===== src/hdl/rmps_pkg.sv =====
`timescale 1ns / 1ps
package rmps_pkg;

  localparam int PIXEL_BITS = 24;
  localparam int CFG_SIZE_BITS = 9;
  localparam int CFG_CENTER_BITS = 8;
  localparam int CFG_DATA_BITS = 9;

  localparam logic OP_LOAD = 1'b0;
  localparam logic OP_FETCH = 1'b1;

  typedef enum logic [1:0] {
    CFG_IMAGE_WIDTH  = 2'd0,
    CFG_IMAGE_HEIGHT = 2'd1,
    CFG_CENTER_X     = 2'd2,
    CFG_CENTER_Y     = 2'd3
  } cfg_index_t;

  typedef struct packed {
    logic                         operation;
    logic signed [PIXEL_BITS-1:0] pixel;
  } in_word_t;

  typedef struct packed {
    logic [PIXEL_BITS-1:0] value;
    logic                  last;
  } out_word_t;

  typedef struct packed {
    logic [CFG_SIZE_BITS-1:0]   image_width;
    logic [CFG_SIZE_BITS-1:0]   image_height;
    logic [CFG_CENTER_BITS-1:0] center_x;
    logic [CFG_CENTER_BITS-1:0] center_y;
  } cfg_regs_t;

  typedef enum logic [2:0] {
    F_IDLE,
    F_DIV,
    F_MULX,
    F_MULY,
    F_SQRT,
    F_PUSH
  } front_state_t;

  typedef enum logic [1:0] {
    B_IDLE,
    B_READ,
    B_EXEC,
    B_CLEAR
  } back_state_t;

endpackage


===== src/hdl/rmps_queue.sv =====
`timescale 1ns / 1ps
module rmps_queue import rmps_pkg::*; #(
  parameter int WIDTH = 8,
  parameter int DEPTH = 4
) (
  input  logic             clk,
  input  logic             rst_n,
  input  logic             push,
  output logic             full,
  input  logic [WIDTH-1:0] wdata,
  input  logic             pop,
  output logic             empty,
  output logic [WIDTH-1:0] rdata
);

  localparam int AW = $clog2(DEPTH);
  localparam int CW = $clog2(DEPTH + 1);

  logic [WIDTH-1:0] slot_r [DEPTH];
  logic [AW-1:0]    wr_ptr_r, wr_ptr_nxt;
  logic [AW-1:0]    rd_ptr_r, rd_ptr_nxt;
  logic [CW-1:0]    count_r, count_nxt;
  logic             do_push, do_pop;

  assign full    = (count_r == CW'(DEPTH));
  assign empty   = (count_r == '0);
  assign do_push = push && !full;
  assign do_pop  = pop && !empty;
  assign rdata   = slot_r[rd_ptr_r];

  always_comb begin
    wr_ptr_nxt = wr_ptr_r;
    rd_ptr_nxt = rd_ptr_r;
    count_nxt  = count_r;
    if (do_push) begin
      wr_ptr_nxt = (wr_ptr_r == AW'(DEPTH - 1)) ? '0 : wr_ptr_r + AW'(1);
    end
    if (do_pop) begin
      rd_ptr_nxt = (rd_ptr_r == AW'(DEPTH - 1)) ? '0 : rd_ptr_r + AW'(1);
    end
    if (do_push && !do_pop) begin
      count_nxt = count_r + CW'(1);
    end else if (do_pop && !do_push) begin
      count_nxt = count_r - CW'(1);
    end
  end

  always_ff @(posedge clk) begin
    if (!rst_n) begin
      wr_ptr_r <= '0;
      rd_ptr_r <= '0;
      count_r  <= '0;
    end else begin
      wr_ptr_r <= wr_ptr_nxt;
      rd_ptr_r <= rd_ptr_nxt;
      count_r  <= count_nxt;
    end
  end

  always_ff @(posedge clk) begin
    if (do_push) begin
      slot_r[wr_ptr_r] <= wdata;
    end
  end

endmodule


===== config.mk =====
export PLATFORM = sky130hd
export DESIGN_NAME = rmps_queue
export DESIGN_NICKNAME = d
export VERILOG_FILES = /design/src/hdl/rmps_pkg.sv /design/src/hdl/rmps_queue.sv
export SDC_FILE = /design/constraint.sdc
export NUM_CORES = 1
export LEC_CHECK = 0
export ABC_AREA = 1
export BUFFER_PORTS_ARGS = -buffer_cell sky130_fd_sc_hd__clkbuf_2
export CAP_MARGIN = 20
export CELL_PAD_IN_SITES_DETAIL_PLACEMENT = 2
export CELL_PAD_IN_SITES_GLOBAL_PLACEMENT = 2
export CORE_MARGIN = 3
export CORE_UTILIZATION = 37
export CTS_CLUSTER_DIAMETER = 30
export DETAILED_ROUTE_END_ITERATION = 6
export PLACE_DENSITY_LB_ADDON = 0.1
export REMOVE_ABC_BUFFERS = 1
export SYNTH_ARGS = -nofsm -noshare
export SYNTH_HDL_FRONTEND = slang
export SYNTH_SLANG_ARGS = --single-unit

===== constraint.sdc =====
create_clock -name clk -period 2 [get_ports clk]
set_input_delay 0.3 -clock clk [delete_from_list [all_inputs] [get_ports clk]]
set_output_delay 0.3 -clock clk [all_outputs]
set_load 0.02 [all_outputs]

After elaboration in Yosys (flattened, before gate mapping)
Memory sizes are Yosys's and may differ from the RTL's. A register that Yosys moved wholly into a read port is not among the register bits.
Index checks and enable logic that the tools add are counted.
{"block": "op_classes", "addsub": 4, "n_mul": 0, "div": 0, "magnitude_cmp": 0, "n_eq_ne": 3, "shift": 0, "muxes": 8, "bitwise": 0, "n_reduce_logical": 10}
{"operator": "2-bit two-way mux", "count": 4}
{"operator": "3-bit two-way mux", "count": 2}
{"operator": "2-bit by 1-bit adder with 2-bit output (second input constant)", "count": 2}
{"operator": "2-bit == test (second input constant)", "count": 2}
{"operator": "1-bit logical AND", "count": 4}
{"operator": "1-bit logical NOT", "count": 4}
{"operator": "3-bit by 1-bit adder with 3-bit output (second input constant)", "count": 1}
{"operator": "3-bit == test (second input constant)", "count": 1}
{"operator": "3-bit logical NOT", "count": 1}
{"operator": "3-bit by 1-bit subtractor with 3-bit output (second input constant)", "count": 1}
{"operator": "1-bit two-way mux", "count": 2}
{"operator": "2-bit nonzero test", "count": 1}
{"block": "word_totals", "reg_bits": 7, "latchBits": 0, "ram_bits": 32, "mem_bits_ro": 0, "input_bits": 12, "output_inout_bits": 10, "elab_cells": 29, "mem_count": 1}
{"memory": "slot_r", "words": 4, "width": 8, "rd": 1, "rd_clocked_by_memory_dff": 1, "write_ports": 1, "line": "rmps_queue.sv:19", "text": "logic [WIDTH-1:0] slot_r [DEPTH];"}

Logic depth before layout (Yosys ltp)
Gate-level depths: netlist (run 1).
{"block": "logic_depth", "ltp_word": 7, "mapped_depth": 13}

Least setup slack after synthesis (run 1)
Ideal clock, no wire load.
{"block": "synth_path", "path_kind": "register to register", "start": "register count_r[1]", "end": "register count_r[1]", "setup_time_ps": 116, "arrival_ps": 1574, "setup_slack_ps": 310, "stages_incl_launch_ff": 10, "n_path_buf": 0, "period_less_slack_ps": 1690, "cell_sequence": "dfxtp_1 > nor2_1 > nand2_1 > nand2_2 > inv_1 > ha_1 > inv_1 > fa_1 > o21ai_0 > nor2_1"}
{"block": "synth_between", "elab_cells_between_ends": 15, "cone_classes": "add/sub: 2; eq/ne: 1; mux: 2; reduce/logical: 10"}
{"element": "from (decl)", "line": "rmps_queue.sv:22", "text": "logic [CW-1:0] count_r, count_nxt;"}
{"element": "from (signal assigned)", "line": "rmps_queue.sv:56", "text": "count_r <= count_nxt;"}
{"element": "3-bit == test", "line": "rmps_queue.sv:25", "text": "assign full = (count_r == CW'(DEPTH));"}
{"element": "1-bit logical NOT", "line": "rmps_queue.sv:27", "text": "assign do_push = push && !full;"}
{"element": "1-bit logical AND", "line": "rmps_queue.sv:27"}
{"element": "net do_push", "line": "rmps_queue.sv:23", "text": "logic do_push, do_pop;"}
{"element": "1-bit logical AND", "line": "rmps_queue.sv:41", "text": "if (do_push && !do_pop) begin"}
{"element": "3-bit two-way mux", "line": "rmps_queue.sv:41"}
{"element": "net count_nxt[1]", "line": "rmps_queue.sv:22"}
The timed path passes the listed nets, and every way through them passes these cells. The select of a mux whose other input is x is not followed.
A chain may end at the register's enable or synchronous reset.

Worst setup path in the final report (run 1)
Same ends and word-level chain as after synthesis.

==> results.py, run 1 <==
metrics = {
    "outcome": {
        "status": "completed",
    },
    "timing": {
        "whs_ns": 0.2271,
        "rsz0062_at_grt": "yes",
        "hold_viol_final": 0,
        "final_max_slew_viol_count": 0,
        "tightest_slew_ns": 0.3294,
        "max_freq_mhz": 527.5,
        "slew_headroom_pct": 78.02,
        "fin_crit_sh_pct": 94.78,
        "fin_skew_ns": 0.007278,
        "setup_tns_ns": 0,
        "setup_viol_count_final": 0,
        "period_minus_slack_ns": 1.896,
    },
    "yosys": {
        "synth_area_mm2": 0.001693,
        "yosys.area.top_type": "edfxtp_1",
        "yosys.area.top_type_share_pct": 56.76,
        "syn_inst": 148,
        "synth_area_leaders": "edfxtp_1 (57%), dfxtp_1 (11%), nor2_1 (7.3%)",
        "syn_avg_cell_area_um2": 11.44,
        "ys_seq_elements": 41,
        "ys_seq_area_share_pct": 67.41,
        "synth_cell_types": 18,
        "yosysWarnings": 0,
    },
    "setup_path": {
        "reg2reg_to": "count_r[1]$_SDFFE_PN0P_",
        "critPathMaxFanout": 7,
        "end_kind": "flop",
        "start_kind": "flop",
        "path_cells": "nor2_2, nand2_2, nand2_4, inv_1, ha_1, inv_1, fa_1, o21ai_0, nor2_1",
        "crit-reg2reg-launch": "count_r[1]$_SDFFE_PN0P_",
        "critPathMostFrequentCell": "inv_1",
        "reg2regPathDepth": 9,
        "crit_family": "adder cells",
        "critical_path_class": "reg2reg",
        "path_depth": 9,
        "crit_buf_inv": 2,
        "cp_data_required_time_ns": 2.18,
        "worst-endpoint-arrival_ns": 2.08,
        "crit_slowest_cell": "fa_1",
        "slowest_delay_ns": 0.42,
        "r2r_slack_ns": 0.10,
    },
    "detailed_routing": {
        "first_iter_violations": 79,
        "ant_nets": 0,
        "vias": 1179,
        "vias_per_cell": 5.126,
        "routedWlPerCell_um": 18.33,
        "wl_mm": 4.216,
        "drc": 0,
        "firstDrtPassIters": 4,
    },
    "grt": {
        "grt_pass1_wl_mm": 6.913,
        "grt_max_degree": 17,
        "grt_pass1_vias": 1372,
        "grt_util_all_layers_pct": 17.60,
        "antenna_found_initial": 0,
        "grt_overflow": 0,
    },
    "placement": {
        "io_buffers": 21,
        "place_congestion": 0.7636,
        "place_area_mm2": 0.001876,
        "placed_cells": 222,
        "hpwl_mm": 3.113,
    },
    "clock_network": {
        "cts-buffers-inserted": 5,
        "clkTransAtPathRegs_ns": 0.08,
        "clk_latency_ns": 0.29,
        "cts_hold_buf": 0,
        "cts_max_path_buffers": 2,
        "htree_levels": 2,
        "root_buffer": "clkbuf_8",
        "cts.sinks": 41,
        "cts_tree": "done",
    },
    "floorplanning": {
        "row_count": 23,
        "core_area_mm2": 0.004202,
        "die_w_um": 73.64,
        "die_h_um": 73.64,
        "ios": 22,
        "start_util_pct": 40.29,
        "dieArea_mm2": 0.005423,
    },
    "final_layout": {
        "fin_area_mm2": 0.002003,
        "drive_gt1_share_pct": 25.56,
        "nNetsFinal": 198,
        "syn_to_final_growth_pct": 18.33,
        "n_antenna_cell": 0,
        "fin_cells": 230,
    },
    "power": {
        "vdd.ir_drop.worst_v": 0.0007378,
        "power_mw": 2.765,
        "power.leakage_nw": 0.8240,
        "powerDensity_mw_per_mm2": 1380,
    },
    "worst_hold_path": {
        "min_from": "wdata[0]",
        "min_path_type": "in2reg",
        "whs_endpoint": "slot_r[1][0]$_DFFE_PP_",
        "holdPathStages": 1,
    },
    "flow_run": {
        "cap_violations": 0,
    },
}
-- timing repair --
item	in CTS	in global routing
buffers inserted	0	0
setup endpoints to repair	0	9
resized for setup	0	10
-- cells in the final DEF (no fill, tap or decap) --
master,n
clkinv_2,1
buf_4,5
inv_2,1
clkbuf_1,1
nor2_2,1
inv_1,18
nand3_1,1
o21ai_2,3
nand2_4,2
clkbuf_2,21
o21ai_0,14
ha_1,6
nand3b_1,1
o22ai_1,8
a21oi_1,2
clkbuf_8,5
nand2_1,11
dfxtp_2,4
o21ai_1,1
nand4_1,1
fa_1,1
clkbuf_16,1
nor2_1,32
nand2_2,2
dfxtp_1,5
edfxtp_1,32
-- synth_stat cells --
cell type and n:
nor2_1 33, ha_1 6, nand3_1 1, o21ai_0 14, edfxtp_1 32, o21ai_1 1, dfxtp_1 9, inv_2 1
nand2_2 1, o22ai_1 8, buf_6 2, nand2_1 14, nand4_1 1, o21ai_2 3, a21oi_1 2, fa_1 1
nand3b_1 1, inv_1 18
-- worst register-to-register path, cell delays in order (launching register included) --
cell,delay (ns)
dfxtp_2,0.35
nor2_2,0.16
nand2_2,0.12
nand2_4,0.11
inv_1,0.06
ha_1,0.21
inv_1,0.11
fa_1,0.43
o21ai_0,0.19
nor2_1,0.06
-- flip-flops by register name (all words and copies together) (netlist names), named ones only --
name	flops
count_r	3
rd_ptr_r	2
wr_ptr_r	2
slot_r	32
-- per-stage QoR --
stage | worst slack [ns] | util, %
after detailed placement | 0.03225 | 44.64
after global routing | -0.03182 | 47.68
final | 0.1043 | 47.68
after floorplan | 0.3099 | -
after global placement | 0.1894 | 44.64
after CTS | 0.004617 | 47.08
-- layer usage --
layer	GRT usage [%]	part of all wire [%]	up-vias
met5	0	0	-
met4	5.030	1.5	0
met3	5.472	3.8	6
met2	34.15	56	26
met1	17.65	38	586
li1	-	-	561
-- worst max path at each step --
stage	from	to
after floorplan	count_r[1]$_SDFFE_PN0P_	count_r[1]$_SDFFE_PN0P_
after global placement	count_r[1]$_SDFFE_PN0P_	count_r[1]$_SDFFE_PN0P_
after detailed placement	count_r[1]$_SDFFE_PN0P_	count_r[2]$_SDFFE_PN0P_
after CTS	count_r[1]$_SDFFE_PN0P_	count_r[2]$_SDFFE_PN0P_
after global routing	count_r[1]$_SDFFE_PN0P_	count_r[2]$_SDFFE_PN0P_
final	count_r[1]$_SDFFE_PN0P_	count_r[1]$_SDFFE_PN0P_
-- cells by family (layout without fill, tap and decap cells) --
group	after synthesis	after routing	synth area share, %
simple gates	51	51	11.90
flops	41	41	67.41
compound gates	28	28	9.535
buf+inv	21	53	5.543
fa+ha+maj	7	7	5.617
-- power by group --
part           switching, mW  leakage (nW)  internal, mW
registers              0.113         0.369          1.07
clock network          0.278        0.0534         0.320
logic                  0.660         0.402         0.327
total                   1.05         0.824          1.71
-- final cells by class --
cell class / instances / area, um2
Fill cell: 435 / 2198
Sequential cell: 41 / 1146
Multi-Input combinational cell: 86 / 478.0
Timing Repair Buffer: 26 / 142.6
Clock buffer: 7 / 97.59
Inverter: 19 / 71.32
Tap cell: 50 / 62.56
Clock inverter: 1 / 5.005
Power figures use the tool's default switching activity.
==> run 2: changes to the inputs <==
--- a/config.mk
+++ b/config.mk
@@ -14,6 +14,7 @@
 export CORE_UTILIZATION = 37
 export CTS_CLUSTER_DIAMETER = 30
 export DETAILED_ROUTE_END_ITERATION = 6
+export MAX_ROUTING_LAYER = met4
 export PLACE_DENSITY_LB_ADDON = 0.1
 export REMOVE_ABC_BUFFERS = 1
 export SYNTH_ARGS = -nofsm -noshare
==> run 2 against run 1 <==
Compared with the run above:
- clock power barely moved
- combinational power is essentially flat
- non-clock buffer count stayed put
==> results.py, run 2 (synthesis gave the netlist of run 1 again) <==
metrics = {
    "outcome": {
        "status": "completed",
    },
    "timing": {
        "setup_viol_count_final": 0,
        "max_freq_mhz": 527.5,
        "fin_crit_sh_pct": 94.79,
        "period_minus_slack_ns": 1.896,
        "final_max_slew_viol_count": 0,
        "fin_ws_ns": 0.1041,
        "hold_viol_final": 0,
        "rsz0062_at_grt": "yes",
        "slew_headroom_pct": 78.24,
        "fin_skew_ns": 0.007148,
        "tightest_slew_ns": 0.3261,
    },
    "setup_path": {
        "crit_family": "adder cells",
        "critPathMostFrequentCell": "inv_1",
        "critical_path_class": "reg2reg",
        "cp_data_required_time_ns": 2.18,
        "path_cells": "nor2_2, nand2_2, nand2_4, inv_1, ha_1, inv_1, fa_1, o21ai_0, nor2_1",
        "start_kind": "flop",
        "crit_buf_inv": 2,
        "end_kind": "flop",
        "worst-endpoint-arrival_ns": 2.08,
        "critPathMaxFanout": 7,
        "slowest_delay_ns": 0.42,
        "crit_slowest_cell": "fa_1",
    },
    "placement": {
        "place_congestion": 0.7737,
        "hpwl_mm": 3.113,
        "dpl_worst_slack_ns": 0.03225,
        "placed_cells": 222,
        "io_buffers": 21,
    },
    "final_layout": {
        "syn_to_final_growth_pct": 18.33,
        "drive_gt1_share_pct": 25.56,
        "largest_register_ffs": 32,
        "fin_cells": 230,
        "final_cell_mix": "nor2_1 (32), edfxtp_1 (32), clkbuf_2 (21), inv_1 (18), o21ai_0 (14)",
        "nNetsFinal": 198,
        "n_antenna_cell": 0,
        "top_register": "slot_r",
        "reg_top3": "slot_r x32, count_r x3",
    },
    "clock_network": {
        "clkTransAtPathRegs_ns": 0.08,
        "root_buffer": "clkbuf_8",
        "cts_max_path_buffers": 2,
        "cts_tree": "done",
        "clk_latency_ns": 0.29,
        "cts-buffers-inserted": 5,
        "cts.sinks": 41,
        "htree_levels": 2,
    },
    "detailed_routing": {
        "firstDrtPassIters": 4,
        "drc": 0,
        "vias_per_cell": 5.130,
        "routedWlPerCell_um": 18.30,
        "ant_nets": 0,
        "wl_mm": 4.209,
        "first_iter_violations": 80,
        "vias": 1180,
    },
    "floorplanning": {
        "dieArea_mm2": 0.005423,
        "start_util_pct": 40.29,
        "core_area_mm2": 0.004202,
        "die_w_um": 73.64,
        "die_h_um": 73.64,
        "row_count": 23,
        "ios": 22,
    },
    "grt": {
        "grt_overflow": 0,
        "grt_max_degree": 17,
        "grt_pass1_vias": 1364,
        "grt_pass1_wl_mm": 6.913,
        "antenna_found_initial": 0,
        "grt_util_all_layers_pct": 18.09,
    },
    "power": {
        "powerDensity_mw_per_mm2": 1378,
        "power.leakage_nw": 0.8240,
        "vdd.ir_drop.worst_v": 0.0007370,
    },
    "flow_run": {
        "cap_violations": 0,
    },
    "worst_hold_path": {
        "min_path_type": "in2reg",
    },
}
-- run 2: cell counts in the layout (fill, tap and decap cells not counted) --
No cell type changed its count.
-- run 2: final cells by class --
| type | instances | area (um2) |
|---|---|---|
| clock inverters | 1 | 5.005 |
| inverters | 19 | 71.32 |
| clock buffers | 7 | 97.59 |
| flip-flops and latches | 41 | 1146 |
| well taps | 50 | 62.56 |
| multi-input cells | 86 | 478.0 |
| repair buffers | 26 | 142.6 |
| fillers | 435 | 2198 |
-- run 2: path summary, 6_finish.rpt --
kind	startpoint	to	slack, ns	depth (start not counted)
worst max-delay path	count_r[1]$_SDFFE_PN0P_	count_r[1]$_SDFFE_PN0P_	0.10	9
worst min-delay path	wdata[0]	slot_r[1][0]$_DFFE_PP_	0.23	1
worst max register to register	count_r[1]$_SDFFE_PN0P_	count_r[1]$_SDFFE_PN0P_	0.10	9
worst min register to register	count_r[0]$_SDFFE_PN0P_	count_r[0]$_SDFFE_PN0P_	0.51	2
-- run 2: repair_timing --
item | in CTS | in global routing
resized for setup | 0 | 10
setup buffers | 0 | 0
hold buffers | 0 | 0
setup endpoints to repair | 0 | 8
-- run 2: metal layers --
layer / GRT usage, % / share of wire [%] / vias up
li1: - / - / 561
met1: 17.73 / 39 / 592
met2: 33.96 / 57 / 20
met3: 5.062 / 2.6 / 7
met4: 5.634 / 1.5 / 0
met5: - / 0 / -
-- run 2: per-stage QoR --
step	TNS, ns	utilization [%]	hold WS [ns]	cell area (um2)	power (mW)
floorplan	0	-	0.3989	1670	1.769
global placement	0	44.64	0.4985	1876	2.061
detailed placement	0	44.64	0.5221	1876	2.157
CTS	0	47.08	0.2255	1978	2.758
global route	-0.04229	47.68	0.2242	2003	2.972
finish	0	47.68	0.2306	2003	2.761
-- run 2: worst register-to-register path, delay by kind of cell, from the launching register on --
| kind | cells | cell delay, ns |
|---|---|---|
| AO/OA/AOI/OAI | 1 | 0.19 |
| adder cells (fa/ha/maj) | 2 | 0.63 |
| buffers and inverters | 2 | 0.17 |
| flip-flops | 1 | 0.35 |
| AND/OR/NAND/NOR | 4 | 0.45 |
-- run 2: where the power goes --
group / switching, mW / internal (mW)
registers: 0.113 / 1.07
clock network: 0.276 / 0.320
logic: 0.658 / 0.327
