## config.mk

```make
export PLATFORM = sky130hd
export DESIGN_NAME = rmps_front
export DESIGN_NICKNAME = d
export VERILOG_FILES = /design/src/hdl/rmps_pkg.sv /design/src/hdl/rmps_front.sv
export SDC_FILE = /design/constraint.sdc
export NUM_CORES = 1
export LEC_CHECK = 0
export BUFFER_PORTS_ARGS = -buffer_cell sky130_fd_sc_hd__buf_2
export CORE_ASPECT_RATIO = 2
export CORE_MARGIN = 5
export CORE_UTILIZATION = 59
export CTS_CLUSTER_SIZE = 30
export DETAILED_ROUTE_END_ITERATION = 10
export GPL_ROUTABILITY_DRIVEN = 0
export PLACE_DENSITY = 0.8
export SYNTH_ARGS = -nofsm -noshare
export SYNTH_HDL_FRONTEND = slang
export SYNTH_SLANG_ARGS = --single-unit
```

## constraint.sdc

```tcl
create_clock -name clk -period 8.7 [get_ports clk]
set_input_delay 0.435 -clock clk [delete_from_list [all_inputs] [get_ports clk]]
set_output_delay 0.435 -clock clk [all_outputs]
set_load 0.005 [all_outputs]
```

## src/hdl/rmps_pkg.sv

```systemverilog
`timescale 1ns / 1ps
package rmps_pkg;

  localparam int PIXEL_BITS = 24;
  localparam int CFG_SIZE_BITS = 9;
  localparam int CFG_CENTER_BITS = 8;
  localparam int CFG_DATA_BITS = 9;

  localparam logic OP_LOAD = 1'b0;
  localparam logic OP_FETCH = 1'b1;

  typedef enum logic [1:0] {
    CFG_IMAGE_WIDTH  = 2'd0,
    CFG_IMAGE_HEIGHT = 2'd1,
    CFG_CENTER_X     = 2'd2,
    CFG_CENTER_Y     = 2'd3
  } cfg_index_t;

  typedef struct packed {
    logic                         operation;
    logic signed [PIXEL_BITS-1:0] pixel;
  } in_word_t;

  typedef struct packed {
    logic [PIXEL_BITS-1:0] value;
    logic                  last;
  } out_word_t;

  typedef struct packed {
    logic [CFG_SIZE_BITS-1:0]   image_width;
    logic [CFG_SIZE_BITS-1:0]   image_height;
    logic [CFG_CENTER_BITS-1:0] center_x;
    logic [CFG_CENTER_BITS-1:0] center_y;
  } cfg_regs_t;

  typedef enum logic [2:0] {
    F_IDLE,
    F_DIV,
    F_MULX,
    F_MULY,
    F_SQRT,
    F_PUSH
  } front_state_t;

  typedef enum logic [1:0] {
    B_IDLE,
    B_READ,
    B_EXEC,
    B_CLEAR
  } back_state_t;

endpackage

```

## src/hdl/rmps_front.sv

```systemverilog
`timescale 1ns / 1ps
module rmps_front import rmps_pkg::*; #(
  parameter int MAX_WIDTH    = 256,
  parameter int MAX_HEIGHT   = 256,
  parameter int PROFILE_BINS = 2048,
  parameter int IB           = 16,
  parameter int BB           = 11,
  parameter int QW           = 53
) (
  input  logic          clk,
  input  logic          rst_n,
  input  logic          in_push,
  output logic          in_full,
  input  in_word_t      in_word,
  input  cfg_regs_t     cfg,
  output logic          q_push,
  input  logic          q_full,
  output logic [QW-1:0] q_data
);

  localparam int DEPTH = MAX_WIDTH * MAX_HEIGHT;
  localparam int CW    = $clog2(DEPTH + 1);
  localparam int XW    = $clog2(MAX_WIDTH + 1);
  localparam int YW    = $clog2(MAX_HEIGHT + 1);
  localparam int AB    = (IB > CFG_CENTER_BITS) ? IB : CFG_CENTER_BITS;
  localparam int SQB   = 2 * AB;
  localparam int RB    = AB + 4;
  localparam int VB    = 2 * RB;
  localparam int SW    = $clog2(RB + 1);

  front_state_t state_r, state_nxt;

  logic [CW-1:0] load_cnt_r, drain_cnt_r;
  logic          full_r;
  logic [XW-1:0] eff_w;
  logic [YW-1:0] eff_h;
  logic [CW-1:0] size;
  logic [CW-1:0] cnt_sel;
  logic [IB-1:0] idx;
  logic          accept, take, is_fetch, fetch_last;

  logic                         op_r, last_r;
  logic signed [PIXEL_BITS-1:0] pix_r;
  logic [IB-1:0]                idx_r, quo_r;
  logic [XW-1:0]                rem_r, w_r;
  logic [CFG_CENTER_BITS-1:0]   cx_r, cy_r;
  logic [SW-1:0]                step_r;
  logic [SQB-1:0]               sq_r;
  logic [VB-1:0]                v_r;
  logic [RB+1:0]                sqrem_r;
  logic [RB-1:0]                root_r;

  logic [XW:0]    div_sh;
  logic [XW-1:0]  div_rem;
  logic [IB-1:0]  div_quo;
  logic [AB-1:0]  x_ext, y_ext, cx_ext, cy_ext, ax, ay;
  logic [SQB-1:0] sqy;
  logic [SQB:0]   r2;
  logic [RB+3:0]  sq_try, sq_trial;
  logic [RB:0]    k_full;
  logic [BB-1:0]  bin;

  // frame size from the registers, saturated
  always_comb begin
    if (cfg.image_width == '0) begin
      eff_w = XW'(1);
    end else if (32'(cfg.image_width) > MAX_WIDTH) begin
      eff_w = XW'(MAX_WIDTH);
    end else begin
      eff_w = XW'(cfg.image_width);
    end
    if (cfg.image_height == '0) begin
      eff_h = YW'(1);
    end else if (32'(cfg.image_height) > MAX_HEIGHT) begin
      eff_h = YW'(MAX_HEIGHT);
    end else begin
      eff_h = YW'(cfg.image_height);
    end
    size = CW'(eff_w) * CW'(eff_h);
  end

  assign in_full    = (state_r != F_IDLE);
  assign accept     = in_push && !in_full;
  assign is_fetch   = (in_word.operation == OP_FETCH);
  assign take       = accept && (is_fetch ? full_r : !full_r);
  assign cnt_sel    = is_fetch ? drain_cnt_r : load_cnt_r;
  assign idx        = (32'(cnt_sel) >= DEPTH) ? IB'(DEPTH - 1) : IB'(cnt_sel);
  assign fetch_last = ((drain_cnt_r + CW'(1)) >= size);

  // restoring divide step: idx / width
  always_comb begin
    div_sh = {rem_r, quo_r[IB-1]};
    if (div_sh >= {1'b0, w_r}) begin
      div_rem = XW'(div_sh - {1'b0, w_r});
      div_quo = {quo_r[IB-2:0], 1'b1};
    end else begin
      div_rem = div_sh[XW-1:0];
      div_quo = {quo_r[IB-2:0], 1'b0};
    end
  end

  // distance terms
  always_comb begin
    x_ext  = AB'(rem_r);
    y_ext  = AB'(quo_r);
    cx_ext = AB'(cx_r);
    cy_ext = AB'(cy_r);
    ax     = (x_ext >= cx_ext) ? x_ext - cx_ext : cx_ext - x_ext;
    ay     = (y_ext >= cy_ext) ? y_ext - cy_ext : cy_ext - y_ext;
    sqy    = SQB'(ay) * SQB'(ay);
    r2     = (SQB + 1)'(sq_r) + (SQB + 1)'(sqy);
  end

  // square root digit step, two bits a cycle
  always_comb begin
    sq_try   = {sqrem_r, v_r[VB-1:VB-2]};
    sq_trial = {2'b00, root_r, 2'b01};
  end

  // bin = (root + 1) / 2, saturated
  always_comb begin
    k_full = ((RB + 1)'(root_r) + (RB + 1)'(1)) >> 1;
    if (32'(k_full) > PROFILE_BINS - 1) begin
      bin = BB'(PROFILE_BINS - 1);
    end else begin
      bin = BB'(k_full);
    end
  end

  assign q_push = (state_r == F_PUSH);
  assign q_data = {op_r, idx_r, bin, pix_r, last_r};

  always_comb begin
    state_nxt = state_r;
    case (state_r)
      F_IDLE: begin
        if (take) begin
          state_nxt = F_DIV;
        end
      end
      F_DIV: begin
        if (step_r == SW'(IB - 1)) begin
          state_nxt = F_MULX;
        end
      end
      F_MULX: state_nxt = F_MULY;
      F_MULY: state_nxt = F_SQRT;
      F_SQRT: begin
        if (step_r == SW'(RB - 1)) begin
          state_nxt = F_PUSH;
        end
      end
      F_PUSH: begin
        if (!q_full) begin
          state_nxt = F_IDLE;
        end
      end
      default: state_nxt = F_IDLE;
    endcase
  end

  always_ff @(posedge clk) begin
    if (!rst_n) begin
      state_r     <= F_IDLE;
      load_cnt_r  <= '0;
      drain_cnt_r <= '0;
      full_r      <= 1'b0;
    end else begin
      state_r <= state_nxt;
      if (take && !is_fetch) begin
        load_cnt_r <= load_cnt_r + CW'(1);
        if ((load_cnt_r + CW'(1)) >= size) begin
          full_r <= 1'b1;
        end
      end else if (take) begin
        if (fetch_last) begin
          full_r      <= 1'b0;
          load_cnt_r  <= '0;
          drain_cnt_r <= '0;
        end else begin
          drain_cnt_r <= drain_cnt_r + CW'(1);
        end
      end
    end
  end

  always_ff @(posedge clk) begin
    case (state_r)
      F_IDLE: begin
        if (take) begin
          op_r   <= in_word.operation;
          pix_r  <= in_word.pixel;
          last_r <= fetch_last;
          idx_r  <= idx;
          quo_r  <= idx;
          rem_r  <= '0;
          w_r    <= eff_w;
          cx_r   <= cfg.center_x;
          cy_r   <= cfg.center_y;
          step_r <= '0;
        end
      end
      F_DIV: begin
        rem_r  <= div_rem;
        quo_r  <= div_quo;
        step_r <= (step_r == SW'(IB - 1)) ? '0 : step_r + SW'(1);
      end
      F_MULX: sq_r <= SQB'(ax) * SQB'(ax);
      F_MULY: begin
        v_r     <= {1'b0, r2, 6'd0};
        sqrem_r <= '0;
        root_r  <= '0;
      end
      F_SQRT: begin
        if (sq_try >= sq_trial) begin
          sqrem_r <= (RB + 2)'(sq_try - sq_trial);
          root_r  <= {root_r[RB-2:0], 1'b1};
        end else begin
          sqrem_r <= (RB + 2)'(sq_try);
          root_r  <= {root_r[RB-2:0], 1'b0};
        end
        v_r    <= v_r << 2;
        step_r <= (step_r == SW'(RB - 1)) ? '0 : step_r + SW'(1);
      end
      default: ;
    endcase
  end

endmodule

```

# Word level (Yosys, flattened, before mapping)
# Cells that the tools add are included.
dict set report word_totals {
  ff_bits 249
  in_bits 63
  output_inout_bits 55
  elab_cells 115
}
dict set report op_classes {
  n_addsub 11
  n_mul 3
  magnitude_cmp 10
  n_eq_ne 12
  muxes 38
  bitwise_logic 1
  n_reduce_logical 22
}
# cell n
set ops {}
lappend ops {{17-bit 2-to-1 mux} 5}
lappend ops {{40-bit one-hot mux with 2 select lines} 1}
lappend ops {{16-bit by 16-bit multiplier with 32-bit output} 2}
lappend ops {{16-bit 2-to-1 mux} 4}
lappend ops {{9-bit 2-to-1 mux} 6}
lappend ops {{22-bit one-hot mux with 2 select lines} 1}
lappend ops {{20-bit one-hot mux with 2 select lines} 1}
lappend ops {{17-bit by 1-bit adder with 17-bit output (second input constant)} 2}
lappend ops {{17-bit greater-or-equal comparator} 2}
lappend ops {{32-bit by 32-bit adder with 33-bit output} 1}
lappend ops {{16-bit one-hot mux with 2 select lines} 1}
lappend ops {{24-bit by 22-bit greater-or-equal comparator with 1-bit output} 1}
lappend ops {{22-bit 2-to-1 mux} 1}
lappend ops {{22-bit subtractor} 1}
lappend ops {{20-bit by 1-bit adder with 21-bit output (second input constant)} 1}
lappend ops {{20-bit by 11-bit > comparator with 1-bit output (second input constant)} 1}
lappend ops {{9-bit > comparator (second input constant)} 2}
lappend ops {{9-bit logical NOT} 2}
lappend ops {{3-bit one-hot mux with 6 select lines} 1}
lappend ops {{9-bit one-hot mux with 2 select lines} 1}
lappend ops {{17-bit greater-or-equal comparator (second input constant)} 1}
lappend ops {{9-bit by 9-bit multiplier with 17-bit output} 1}
lappend ops {{16-bit by 8-bit greater-or-equal comparator with 1-bit output} 1}
lappend ops {{16-bit by 8-bit subtractor with 16-bit output} 1}
lappend ops {{other kinds (28)} 56}

# Logic depth before layout (Yosys ltp)
# Gate-level depths: netlist of run 1.
dict set report logic_depth {
  ltp_word 8
  ltp_mapped 39
  ltp_nobuf 38
}

# Worst setup path after synthesis of run 1
# OpenSTA, ideal clock, no wires.
dict set report synth_timing {
  path_kind {reg2reg}
  start {reg rem_r[0]}
  end {reg sq_r[26] (data pin)}
  setup_ns 0.273
  arrival_time_ns 8.662
  required_time_ns 8.427
  path_slack_ns -0.236
  stages_incl_launch_ff 34
  path_buffers 2
  period_less_slack_ns 8.936
  cell_sequence {edfxtp_1 > inv_1 > ha_1 > inv_1 > fa_1 > a21o_1 > a211oi_1 > o221ai_1 > buf_2 > mux2i_1 > o21ai_0 > a21bo_2 > a41oi_1 > clkbuf_1 > nand2_1 > inv_1 > fa_1 > fa_1 > inv_1 > fa_1 > inv_1 > fa_1 > inv_1 > fa_1 > fa_1 > inv_1 > ha_1 > a21oi_1 > nor2b_1 > a311o_1 > o21a_1 > o41ai_1 > o21ai_0 > xor2_1}
}
dict set report synth_via {
  elab_chain_len 3
  elab_cells_between_ends 5
  cone_classes {add/sub: 2; mul: 1; order compare: 1; mux: 1}
}
# item line
set synth_lines {}
lappend synth_lines {{from (decl)} rmps_front.sv:45} ;# logic [XW-1:0] rem_r, w_r;
lappend synth_lines {{from (signal assigned)} rmps_front.sv:204} ;# rem_r <= div_rem;
lappend synth_lines {{8-bit by 9-bit subtractor with 10-bit output (tied with other cells)} rmps_front.sv:108} ;# ax = (x_ext >= cx_ext) ? x_ext - cx_ext : cx_ext - x_ext;
lappend synth_lines {{16-bit 2-to-1 mux *} rmps_front.sv:108}
lappend synth_lines {{16-bit by 16-bit multiplier with 32-bit output *} rmps_front.sv:208} ;# F_MULX: sq_r <= SQB'(ax) * SQB'(ax);
lappend synth_lines {{to (signal assigned)} rmps_front.sv:208}
lappend synth_lines {{to (decl)} rmps_front.sv:48} ;# logic [SQB-1:0] sq_r;
# Every way passes the cells marked *; elsewhere a longest branch is shown, timed or not.
# A chain may end at the register's enable or synchronous reset.

# Worst setup path after layout of run 1
dict set report layout_timing {
  start {reg quo_r[8]}
  end {reg v_r[37] (data pin)}
}
dict set report layout_via {
  elab_chain_len 5
  elab_cells_between_ends 7
  cone_classes {add/sub: 3; mul: 1; order compare: 1; mux: 2}
}
# item line
set layout_lines {}
lappend layout_lines {{from (decl)} rmps_front.sv:44} ;# logic [IB-1:0] idx_r, quo_r;
lappend layout_lines {{from (signal assigned)} rmps_front.sv:195} ;# quo_r <= idx;
lappend layout_lines {{from (signal assigned)} rmps_front.sv:205} ;# quo_r <= div_quo;
lappend layout_lines {{8-bit by 16-bit subtractor with 16-bit output (tied with other cells)} rmps_front.sv:109} ;# ay = (y_ext >= cy_ext) ? y_ext - cy_ext : cy_ext - y_ext;
lappend layout_lines {{16-bit 2-to-1 mux *} rmps_front.sv:109}
lappend layout_lines {{16-bit by 16-bit multiplier with 32-bit output *} rmps_front.sv:110} ;# sqy = SQB'(ay) * SQB'(ay);
lappend layout_lines {{32-bit by 32-bit adder with 33-bit output *} rmps_front.sv:111} ;# r2 = (SQB + 1)'(sq_r) + (SQB + 1)'(sqy);
lappend layout_lines {{40-bit one-hot mux with 2 select lines *} rmps_front.sv:188} ;# case (state_r)
lappend layout_lines {{to (signal assigned)} rmps_front.sv:210} ;# v_r <= {1'b0, r2, 6'd0};
lappend layout_lines {{to (signal assigned)} rmps_front.sv:222} ;# v_r <= v_r << 2;
lappend layout_lines {{to (decl)} rmps_front.sv:49} ;# logic [VB-1:0] v_r;
# Every way passes the cells marked *; elsewhere a longest branch is shown, timed or not. The select of a mux whose other input is x is not followed.

==> metrics.txt, run 1 <==
die area 55,200 sq um; initial drt markers 1,436; CTS Buf Count 24; worst path bufs/invs 4; Placement Rows 116; Min Hold Slack 0.0302 ns; synth unique cells 73; Via Count 23,100; dominant synthesized flop cell edfxtp_1; Worst setup SP type flip-flop; asr flop ratio synth 0%; Fin. Hold Viols 0; leading area contributor after synthesis fa_1; max_cap viols 0; synth top area cells fa_1 (26%), edfxtp_1 (21%), ha_1 (13%), inv_1 (8.5%), nor2_1 (3.6%); final WL 74,800 um; largest net degree at the start of global routing 78; syn nets 3,929; most frequent CP cell fa_1; Yosys reg bits 242; Critical Path RT 9.01 ns; Die Ht 327 um; Core Region 49,900 sq um; sequential area share after synthesis 23.2%; Area Growth Syn to Fin 13.0%; post-route setup TNS 0 ns; slowest stage delay, CP 0.58 ns; cells after synthesis 3,167; H-tree depth 1; NumNets Final 4,163; layout cells sized above 1 13.7%; top-area cell type share of the netlist area 25.8%; reg2reg setup slack 0.20 ns; count of pins over their slew limit 0; class of the worst hold path input port to flip-flop; DRC Markers 0; final setup violation count 0; Clock Path Buffers 3; Max transition margin 20.0%; clk root buf clkbuf_16; period utilization 97.7%; fin area 33,500 sq um; CP endpoint kind flip-flop; commonest non-fill, non-tap cell in the layout inv_1; leading cell types in the layout, fill and taps excluded inv_1 (659), fa_1 (374), ha_1 (306); Post-DRT Antenna Nets 0; vias in the first global route 24,700; CP delay by family, top adder cells; Post-CTS Hold Buffers 0; placed inst area 32,000 sq um; Initial Util 59.5%; Netlist Area Pre-Place 29,700 sq um; Layout Skew 0.0196 ns; Mean Syn Cell Area 9.38 sq um; die boundary width 169 um; Yosys Warn Count 0; EDFF count, synth 204; wire length per cell 18.4 um; port bufs 117; remaining global-route overflow 0; number of antenna violations at the first check in global routing 1; worst-margin pin slew 1.18 ns; vias per cell 5.67; DP HPWL 61,000 um; status complete, no violations; minimum clock period 8.50 ns; worst skew pair latency 0.58 ns; Worst path slowest cell or4_4; crit path max fanout 8; CP Class flip-flop to flip-flop; CTS clk-pin slew, worst paths 0.07 ns; maximum clock frequency 118 MHz; Sink Count 242; RSZ-0062 raised after global routing true; first-pass GRT wire length 119,000 um; I/O pin total 118; CTS tree yes; critical path arrival 8.81 ns; drt pass-1 iters 6; all-layer global routing usage 27.0%
==> metal layers <==
| layer | vias to the layer above | GRT usage [%] | routed length (um) |
|---|---|---|---|
| met5 | - | 0 | 0 |
| met4 | 0 | 19.6 | 6980 |
| met3 | 382 | 2.46 | 2850 |
| met2 | 766 | 53.2 | 42300 |
| met1 | 11300 | 24.9 | 22700 |
| li1 | 10600 | - | - |
==> flip-flops by register name, summed over array words and instances (netlist names) <==
name,count
cy_r,8
state_r,3
rem_r,9
full_r,1
w_r,9
idx_r,16
last_r,1
op_r,1
sq_r,31
sqrem_r,22
root_r,20
pix_r,24
quo_r,16
load_cnt_r,17
drain_cnt_r,17
cx_r,8
v_r,34
step_r,5
==> final cells by class <==
cell class | count | area [sq um]
flip-flops and latches | 242 | 6890
clock inverters | 14 | 144
clock buffers | 30 | 686
multi-input cells | 2156 | 20500
inverters | 683 | 2570
well taps | 649 | 812
diodes | 1 | 2.50
repair buffers | 294 | 1970
fillers | 3804 | 16400
==> kinds of logic (layout without fill, tap and decap cells) <==
family,after synthesis,count (layout),share of synthesized area [%]
compound gates,436,436,9.33
xor+xnor,158,158,4.66
fa+ha+maj,699,699,39.1
buf+inv,769,1021,9.80
flops,242,242,23.2
mux,52,52,1.76
other cells,1,2,0.0126
simple gates,810,810,12.1
==> per-stage QoR <==
stage               worst slack (ns)  instances  util [%]
finish                         0.202       4069      67.2
global route                  -0.129       4068      67.2
CTS                        -0.000878       4048      65.9
detailed placement            -0.345       4004      64.1
global placement              -0.138       4004      64.1
floorplan                     0.0253       3167         -
==> worst paths after layout <==
path                            startpoint       end  depth (start not counted)
worst max register to register    quo_r[8]   v_r[37]                         31
worst min-delay path            in_word[7]  pix_r[7]                          1
worst min register to register      v_r[7]    v_r[9]                          2
worst max-delay path              quo_r[8]   v_r[37]                         31
==> cell usage after synthesis (9+ instances only) <==
| master | number |
|---|---|
| a211oi_1 | 22 |
| a21o_1 | 53 |
| a21oi_1 | 136 |
| a22o_1 | 13 |
| a31oi_1 | 16 |
| and2_1 | 29 |
| and3_1 | 20 |
| buf_2 | 9 |
| clkbuf_1 | 70 |
| dfxtp_1 | 38 |
| edfxtp_1 | 204 |
| fa_1 | 382 |
| ha_1 | 317 |
| inv_1 | 674 |
| mux2i_1 | 50 |
| nand2_1 | 282 |
| nand2b_1 | 23 |
| nand3_1 | 51 |
| nand4_1 | 16 |
| nor2_1 | 283 |
| nor2b_1 | 38 |
| nor3_1 | 31 |
| o21a_1 | 19 |
| o21ai_0 | 93 |
| o21bai_1 | 15 |
| xnor2_1 | 100 |
| xor2_1 | 58 |
==> timing repair <==
item / 4_1_cts / 5_1_grt
resized for setup: 21 / 122
pin swaps: 2 / 76
setup buffers: 0 / 21
endpoints found under the setup margin: 16 / 29
Power of run 1 is left out: the tool's default activity adds up to more than one toggle a clock period on the data nets, which glitch-free logic cannot reach.
==> inputs of run 2 (changes only) <==
Settings changed: ABC_AREA set to 0, CORE_UTILIZATION 59 to 60, PLACE_DENSITY 0.8 to 0.78.
Clock period 8.7 ns to 10.39 ns, I/O delays scaled along.
==> run 2 against run 1 <==
Worst hold slack better by 0.087 ns. Sequential cell count unchanged. Final cell count down 3.5%. Global-route usage up 0.84 points. Non-clock buffer count down 137. Largest cell class unchanged. Critical path depth unchanged. Critical endpoint is now sq_r[30]. Critical path type unchanged.
==> metrics.txt, run 2 (synthesis results as in run 1) <==
count of pins over their slew limit 0; port bufs 117; period utilization 94.4%; Worst setup SP type flip-flop; all-layer global routing usage 27.8%; status complete, no violations; Placement Rows 115; slowest stage delay, CP 0.67 ns; CP delay by family, top adder cells; worst hold path depth 1; biggest regs v_r x34, sq_r x31, pix_r x24; vias per cell 5.75; number of antenna violations at the first check in global routing 1; post-route setup TNS 0 ns; NumNets Final 4,027; Final WS setup 0.582 ns; layout cells sized above 1 7.10%; clk root buf clkbuf_16; first-pass GRT wire length 123,000 um; initial drt markers 1,243; Sink Count 242; WP depth 31; Die Ht 325 um; placed instance count 3,877; Worst path slowest cell fa_2; DP HPWL 62,800 um; Core Region 49,100 sq um; Initial Util 60.5%; Clock Path Buffers 3; CP endpoint kind flip-flop; die boundary width 167 um; CTS clk-pin slew, worst paths 0.07 ns; minimum clock period 9.81 ns; Fin. Hold Viols 0; DRC Markers 0; leading cell types in the layout, fill and taps excluded inv_1 (672), fa_1 (381), ha_1 (317); post-route insts no fill 3,928; Critical Path RT 10.75 ns; I/O pin total 118; wire length per cell 19.2 um; drt pass-1 iters 5; H-tree depth 1; reg2reg setup slack 0.58 ns; vias in the first global route 25,100; largest net degree at the start of global routing 78; maximum clock frequency 102 MHz; worst path bufs/invs 8; Area Growth Syn to Fin 7.46%; Max transition margin 16.7%; Layout Skew 0.0302 ns; crit path max fanout 5; max_cap viols 0; critical path arrival 10.17 ns; Setup WS pre-CTS 0.318 ns; utilization after layout 65.0%; max FFs per register 34; final setup violation count 0; worst-margin pin slew 1.25 ns; class of the worst hold path input port to flip-flop; die area 54,300 sq um; Top reg by flops v_r; final WL 75,300 um; area of the multi-input gates 20,000 sq um; CTS tree yes; FF-to-FF path depth 31; fillers 3,848; remaining global-route overflow 0; RSZ-0062 raised after global routing false; worst skew pair latency 0.57 ns; Post-CTS Hold Buffers 0; Via Count 22,600; Post-DRT Antenna Nets 0; commonest non-fill, non-tap cell in the layout inv_1; Seq. cell area 6890 sq um; CTS Buf Count 25; CP Class flip-flop to flip-flop
[run 2: final timing paths]
kind,start,endpoint
worst max register to register,rem_r[0],sq_r[30]
worst min register to register,drain_cnt_r[12],drain_cnt_r[12]
worst min-delay path,in_word[17],pix_r[17]
worst max-delay path,rem_r[0],sq_r[30]
[run 2: final cells by class]
cell class | instances | area share (%)
Tap cell | 643 | 2.52
Clock inverter | 11 | 0.325
Antenna cell | 1 | 0.00784
Timing Repair Buffer | 157 | 2.78
Clock buffer | 35 | 2.14
Inverter | 683 | 8.05
Multi-Input combinational cell | 2156 | 62.6
Sequential cell | 242 | 21.6
[run 2: stage by stage]
stage	instance area [sq um]	hold slack (ns)
floorplan	29700	0.469
global placement	31000	0.487
finish	31900	0.117
global route	31900	0.106
CTS	31800	0.102
detailed placement	31000	0.498
[run 2: what timing repair did]
item,CTS,global route
setup endpoints to repair,0,19
buffers inserted,0,4
hold endpoints to repair,0,0
gates resized for setup,0,12
[run 2: layer usage]
metal,global-route usage [%],share of wire [%]
met3,3.50,4.1
met4,20.4,9.5
met5,0,0.023
met2,54.5,56
met1,25.2,30
Power of run 2 is left out for the same reason.
